File: src/design/membrane_wave_fdtd_step_unit_macros.svh
// assertion macros for the membrane wave step unit
`ifndef MEMBRANE_WAVE_FDTD_STEP_UNIT_MACROS_SVH
`define MEMBRANE_WAVE_FDTD_STEP_UNIT_MACROS_SVH
`ifndef NO_ASSERTIONS
// checked outside reset
`define MWS_ASSERT(lbl, prop) \
  lbl: assert property (@(posedge clk_i) disable iff (!rst_ni) prop) \
    else $error("membrane step unit check failed");
// checked during reset as well
`define MWS_ASSERT_RST(lbl, prop) \
  lbl: assert property (@(posedge clk_i) prop) \
    else $error("membrane step unit reset check failed");
`else
`define MWS_ASSERT(lbl, prop)
`define MWS_ASSERT_RST(lbl, prop)
`endif
`endif

File: src/design/mws_mul.sv
// shared 32x32 unsigned multiplier with registered product
module mws_mul (
  input  logic        clk_i,
  input  logic [31:0] a_i,
  input  logic [31:0] b_i,
  output logic [63:0] p_o
);

  // product register
  always_ff @(posedge clk_i) begin
    p_o <= 64'(a_i) * 64'(b_i);
  end

endmodule
File: config.mk
export PLATFORM = sky130hd
export DESIGN_NAME = mws_mul
export DESIGN_NICKNAME = d
export VERILOG_FILES = /design/src/design/membrane_wave_fdtd_step_unit_macros.svh /design/src/design/mws_mul.sv
export SDC_FILE = /design/constraint.sdc
export NUM_CORES = 2
export LEC_CHECK = 0
export ABC_AREA = 0
export BUFFER_PORTS_ARGS = -buffer_cell sky130_fd_sc_hd__buf_2
export CORE_MARGIN = 2
export CORE_UTILIZATION = 55
export CTS_CLUSTER_DIAMETER = 100
export DETAILED_ROUTE_END_ITERATION = 12
export PLACE_DENSITY = 0.8
export RECOVER_POWER = 100
export SLEW_MARGIN = 20
export SYNTH_ARGS = -nofsm -noshare
export SYNTH_HDL_FRONTEND = slang
export SYNTH_SLANG_ARGS = --single-unit
File: constraint.sdc
create_clock -name clk_i -period 8.3 [get_ports clk_i]
set_clock_uncertainty 0.2 [all_clocks]
set_input_delay 0.83 -clock clk_i [delete_from_list [all_inputs] [get_ports clk_i]]
set_output_delay 0.83 -clock clk_i [all_outputs]
set_load 0.01 [all_outputs]
# After elaboration in Yosys (flattened, before gate mapping)

Index checks and enable logic that the tools add are counted.

Register bits: 64
Input port bits: 65
Output and inout port bits: 64
Word-level logic and storage cells: 2

Multipliers: 1

Operator list:

| operator                                       | count |
|---|---|
| 32-bit by 32-bit multiplier with 64-bit output | 1 |

# Depth between registers and ports, before layout

Depth after elaboration: 1
Mapped depth: 29
Gate-level depth less buffers: 27

# Least setup slack after synthesis

Ideal clock, no wire load.

Kind: in2reg
Start: in a_i[25]
End: reg p_o[62]
Library setup time: 72 ps
Arrival time: 7511 ps
Required time: 8028 ps
Slack: 517 ps
Cell stages on the path: 25
Buffers on the path: 2
Cells stage by stage: clkbuf_1 -> nand2_1 -> fa_1 -> inv_1 -> fa_1 -> inv_1 -> fa_1 -> inv_1 -> fa_1 -> fa_1 -> fa_1 -> fa_1 -> inv_1 -> fa_1 -> inv_1 -> ha_1 -> buf_2 -> nand4_1 -> or4_1 -> or3_1 -> a31oi_1 -> a31o_2 -> a211oi_1 -> o21ai_1 -> xor2_1

Word-level cells in the longest chain between the ends: 1

RTL lines:

| what                                           | RTL line      | source |
|---|---|---|
| start, declared                                | mws_mul.sv:4  | `input logic [31:0] a_i,` |
| 32-bit by 32-bit multiplier with 64-bit output | mws_mul.sv:11 | `p_o <= 64'(a_i) * 64'(b_i);` |
| end signal, assigned                           | mws_mul.sv:11 |  |
| end, declared                                  | mws_mul.sv:6  | `output logic [63:0] p_o` |

Every way passes these cells.

# Worst setup path in the final report

Start: in b_i[11]
End: reg p_o[62]

Word-level cells in the longest chain between the ends: 1

RTL lines:

| what                                           | RTL line      | source |
|---|---|---|
| start, declared                                | mws_mul.sv:5  | `input logic [31:0] b_i,` |
| 32-bit by 32-bit multiplier with 64-bit output | mws_mul.sv:11 |  |

Every way passes these cells.

==> qor.csv <==
stage;metric;value;unit
cells_and_area;final_cells;4643;
critical_path;crit_arrival;8.14;ns
synthesis;ys_async_sr_fraction;0;%
cells_and_area;largest_reg_flops;64;
cells_and_area;biggestRegsByFlops;p_o (64);
sta;worstMarginPinSlew;0.949;ns
sta;setup_tns;0;ns
synthesis;yosysTopAreaCell;fa_1;
routing;drc_errors;0;
synthesis;yosysSeqAreaShare;3.69;%
sta;finalSetupViolCount;0;
synthesis;avgSynthCellArea;9.25;sq um
critical_path;crit_top_cell;fa_1;
synthesis;synth_edf_count;0;
global_routing;grt_max_degree;33;
critical_path;critPathSlowestCell;fa_1;
cells_and_area;drive_above_1_share;5.51;%
routing;firstDrtPassIters;6;
global_routing;use_met1;33.5;%
placement;placed_cell_area;36500;sq um
cells_and_area;largest_register;p_o;
synthesis;syn_area;34700;sq um
critical_path;path_cells;buf_2 > buf_4 > nand2_1 > fa_1 > fa_1 > fa_1 > fa_1 > inv_1 > fa_1 > fa_1 > fa_1 > inv_1 > fa_1 > inv_1 > ha_1 > nand2_1 > or4_1 > or3_1 > a31oi_1 > buf_4 > a31o_2 > a211oi_1 > o21ai_0 > xor2_1;
sta;slew_headroom;36.7;%
routing;drtIter0Drc;1739;
die;io_pins;129;
global_routing;grt_pass1_vias;28300;
cells_and_area;final_cell_area;36700;sq um
global_routing;grtUsageMet2;50.7;%
critical_path;path_class;input pin to flop;
cells_and_area;utilization;58.4;%
clocking;cts.sinks;64;
sta;finalCritPeriodShare;97.2;%
placement;gp_congestion;0.947;
synthesis;yosysWarnings;0;
critical_path;worst_setup_path_end_kind;flop;
hold_path;hold_class;input pin to flop;
routing;avgRoutedWirePerCell;19.0;um
sta;finalCriticalPeriod;8.07;ns
hold_path;min_path_cells;2;
routing;final_antenna_net_count;0;
global_routing;top_usage_layer;met2;
global_routing;grt_pass1_wl;145000;um
global_routing;grtUsageMet3;4.18;%
synthesis;synth_seq_cells;64;
placement;place_hpwl;75700;um
critical_path;cp_max_fo;26;
synthesis;synth.distinct_cells;57;
sta;rsz0062_at_grt;no;
die;die-width;255;um
synthesis;synth_top_area_share;51.7;%
cells_and_area;fillCellCount;5315;
die;row_count;92;
die;coreArea;62700;sq um
global_routing;grt_usage;28.8;%
outcome;outcome;finished, final reports clean;
sta;timing.final.hold_violations;0;
clocking;cts_hold_buf;0;
global_routing;antenna_found_initial;5;
cells_and_area;nNetsFinal;5012;
critical_path;critPathMaxStageDelay;0.61;ns
hold_path;holdPathEnd;p_o[0];
routing;drt-total-wl;88400;um
critical_path;crit_required;8.37;ns
die;design.die.area;65100;sq um
synthesis;synth_cells;3748;
synthesis;syn_nets;4972;
critical_path;critical_path.top_delay_family;adder cells;
sta;finalMaxSlewViolations;0;
synthesis;synth_flop_cell;dfxtp_1;
clocking;clk_pin_slew;0.06;ns
clocking;cts_htree_levels;3;
hold_path;worstHoldStart;b_i[0];
critical_path;path_buf_inv;6;
die;start_util;55.3;%
flow_run;maxCapViolCount;0;
critical_path;start_kind;input pin;
clocking;cts_tree;done;
clocking;cts_buffers;9;
placement;dp_cells;4623;
routing;vias;25600;
global_routing;overflow;0;
clocking;clock-root-buffer;clkbuf_16;
die;die_h;255;um
routing;via_per_inst;5.50;
sta;max_freq;124;MHz
placement;port_buffers;128;
synthesis;synthTopCellsByArea;fa_1 (52%), and2_1 (11%), ha_1 (9.5%);
cells_and_area;syn_to_final_growth;5.74;%
clocking;clock_path_buffers;2;
[placed cells by master (no fill, tap or decap), types with 25 or more instances in the layout]
| cell type | synthesis | final |
|---|---|---|
| a21o_1 | 40 | 40 |
| ha_1 | 263 | 263 |
| xor2_1 | 25 | 25 |
| dfxtp_1 | 64 | 64 |
| nand2_1 | 480 | 480 |
| fa_1 | 896 | 896 |
| buf_2 | 6 | 62 |
| and2_1 | 602 | 595 |
| xnor2_1 | 35 | 35 |
| buf_4 | 0 | 113 |
| a21oi_1 | 63 | 64 |
| clkbuf_1 | 213 | 70 |
| inv_1 | 865 | 865 |
[per-stage QoR]
| step | worst slack [ns] | hold WS, ns |
|---|---|---|
| after floorplan | 0.517 | 0.757 |
| after global placement | 0.151 | 1.02 |
| after detailed placement | -0.0138 | 1.02 |
| after CTS | 0.306 | 0.934 |
| after global routing | 0.0565 | 1.00 |
| final | 0.234 | 0.963 |
[Yosys cell counts (4+ instances only)]
library cell  number
nor2_1            20
and2_1           602
dfxtp_1           64
and3_1            14
nand2_1          480
a21oi_1           63
xnor2_1           35
a31oi_1           12
inv_1            865
fa_1             896
o21bai_1          10
o21ai_1            5
o21ai_0           21
xor2_1            25
nor3_1             7
nand4_1           23
clkbuf_1         213
buf_2              6
a221o_1            4
nand3_1           10
ha_1             263
a21o_1            40
o21a_1             9
[area by class of cell]
cell class / instances / area, sq um / area share, %
Multi-Input combinational cell: 2599 / 29300 / 79.9
Sequential cell: 64 / 1280 / 3.49
Antenna cell: 4 / 10.0 / 0.0273
Timing Repair Buffer: 249 / 1470 / 4.02
Clock inverter: 6 / 67.6 / 0.184
Tap cell: 846 / 1060 / 2.89
Clock buffer: 10 / 239 / 0.652
Inverter: 865 / 3250 / 8.86
[worst max-delay path by stage]
stage                     startpoint  slack [ns]  endpoint  cells past startpoint
after floorplan              a_i[25]        0.52   p_o[62]                     25
after global placement        b_i[7]        0.15   p_o[63]                     24
after detailed placement      b_i[7]       -0.01   p_o[63]                     24
after CTS                     b_i[7]        0.31   p_o[63]                     24
after global routing         b_i[24]        0.06   p_o[60]                     24
final                        b_i[11]        0.23   p_o[62]                     24
[cells by family after synthesis]
| family | count (synthesis) | synth area share [%] |
|---|---|---|
| AOI/OAI and AO/OA | 202 | 4.15 |
| xor gates and xnor gates | 60 | 1.52 |
| adders and majority gates | 1159 | 61.2 |
| buffers and inverters | 1085 | 11.8 |
| DFF | 64 | 3.69 |
| muxes | 1 | 0.0289 |
| and+or+nand+nor | 1177 | 17.6 |
[per-layer routing]
metal / vias up / share of wire [%] / routed length (um)
met2: 1109 / 51 / 45500
met4: 6 / 6.6 / 5820
met3: 320 / 6.9 / 6120
met1: 13200 / 35 / 30900
met5: - / 0.043 / 38
li1: 10900 / - / -
[timing repair]
action	4_1_cts	5_1_grt
setup endpoints to repair	0	1
resized for setup	0	1
setup buffers	0	0
Power is not shown: default switching activity piles up to over one toggle a cycle in this logic, so the estimate is an artifact.
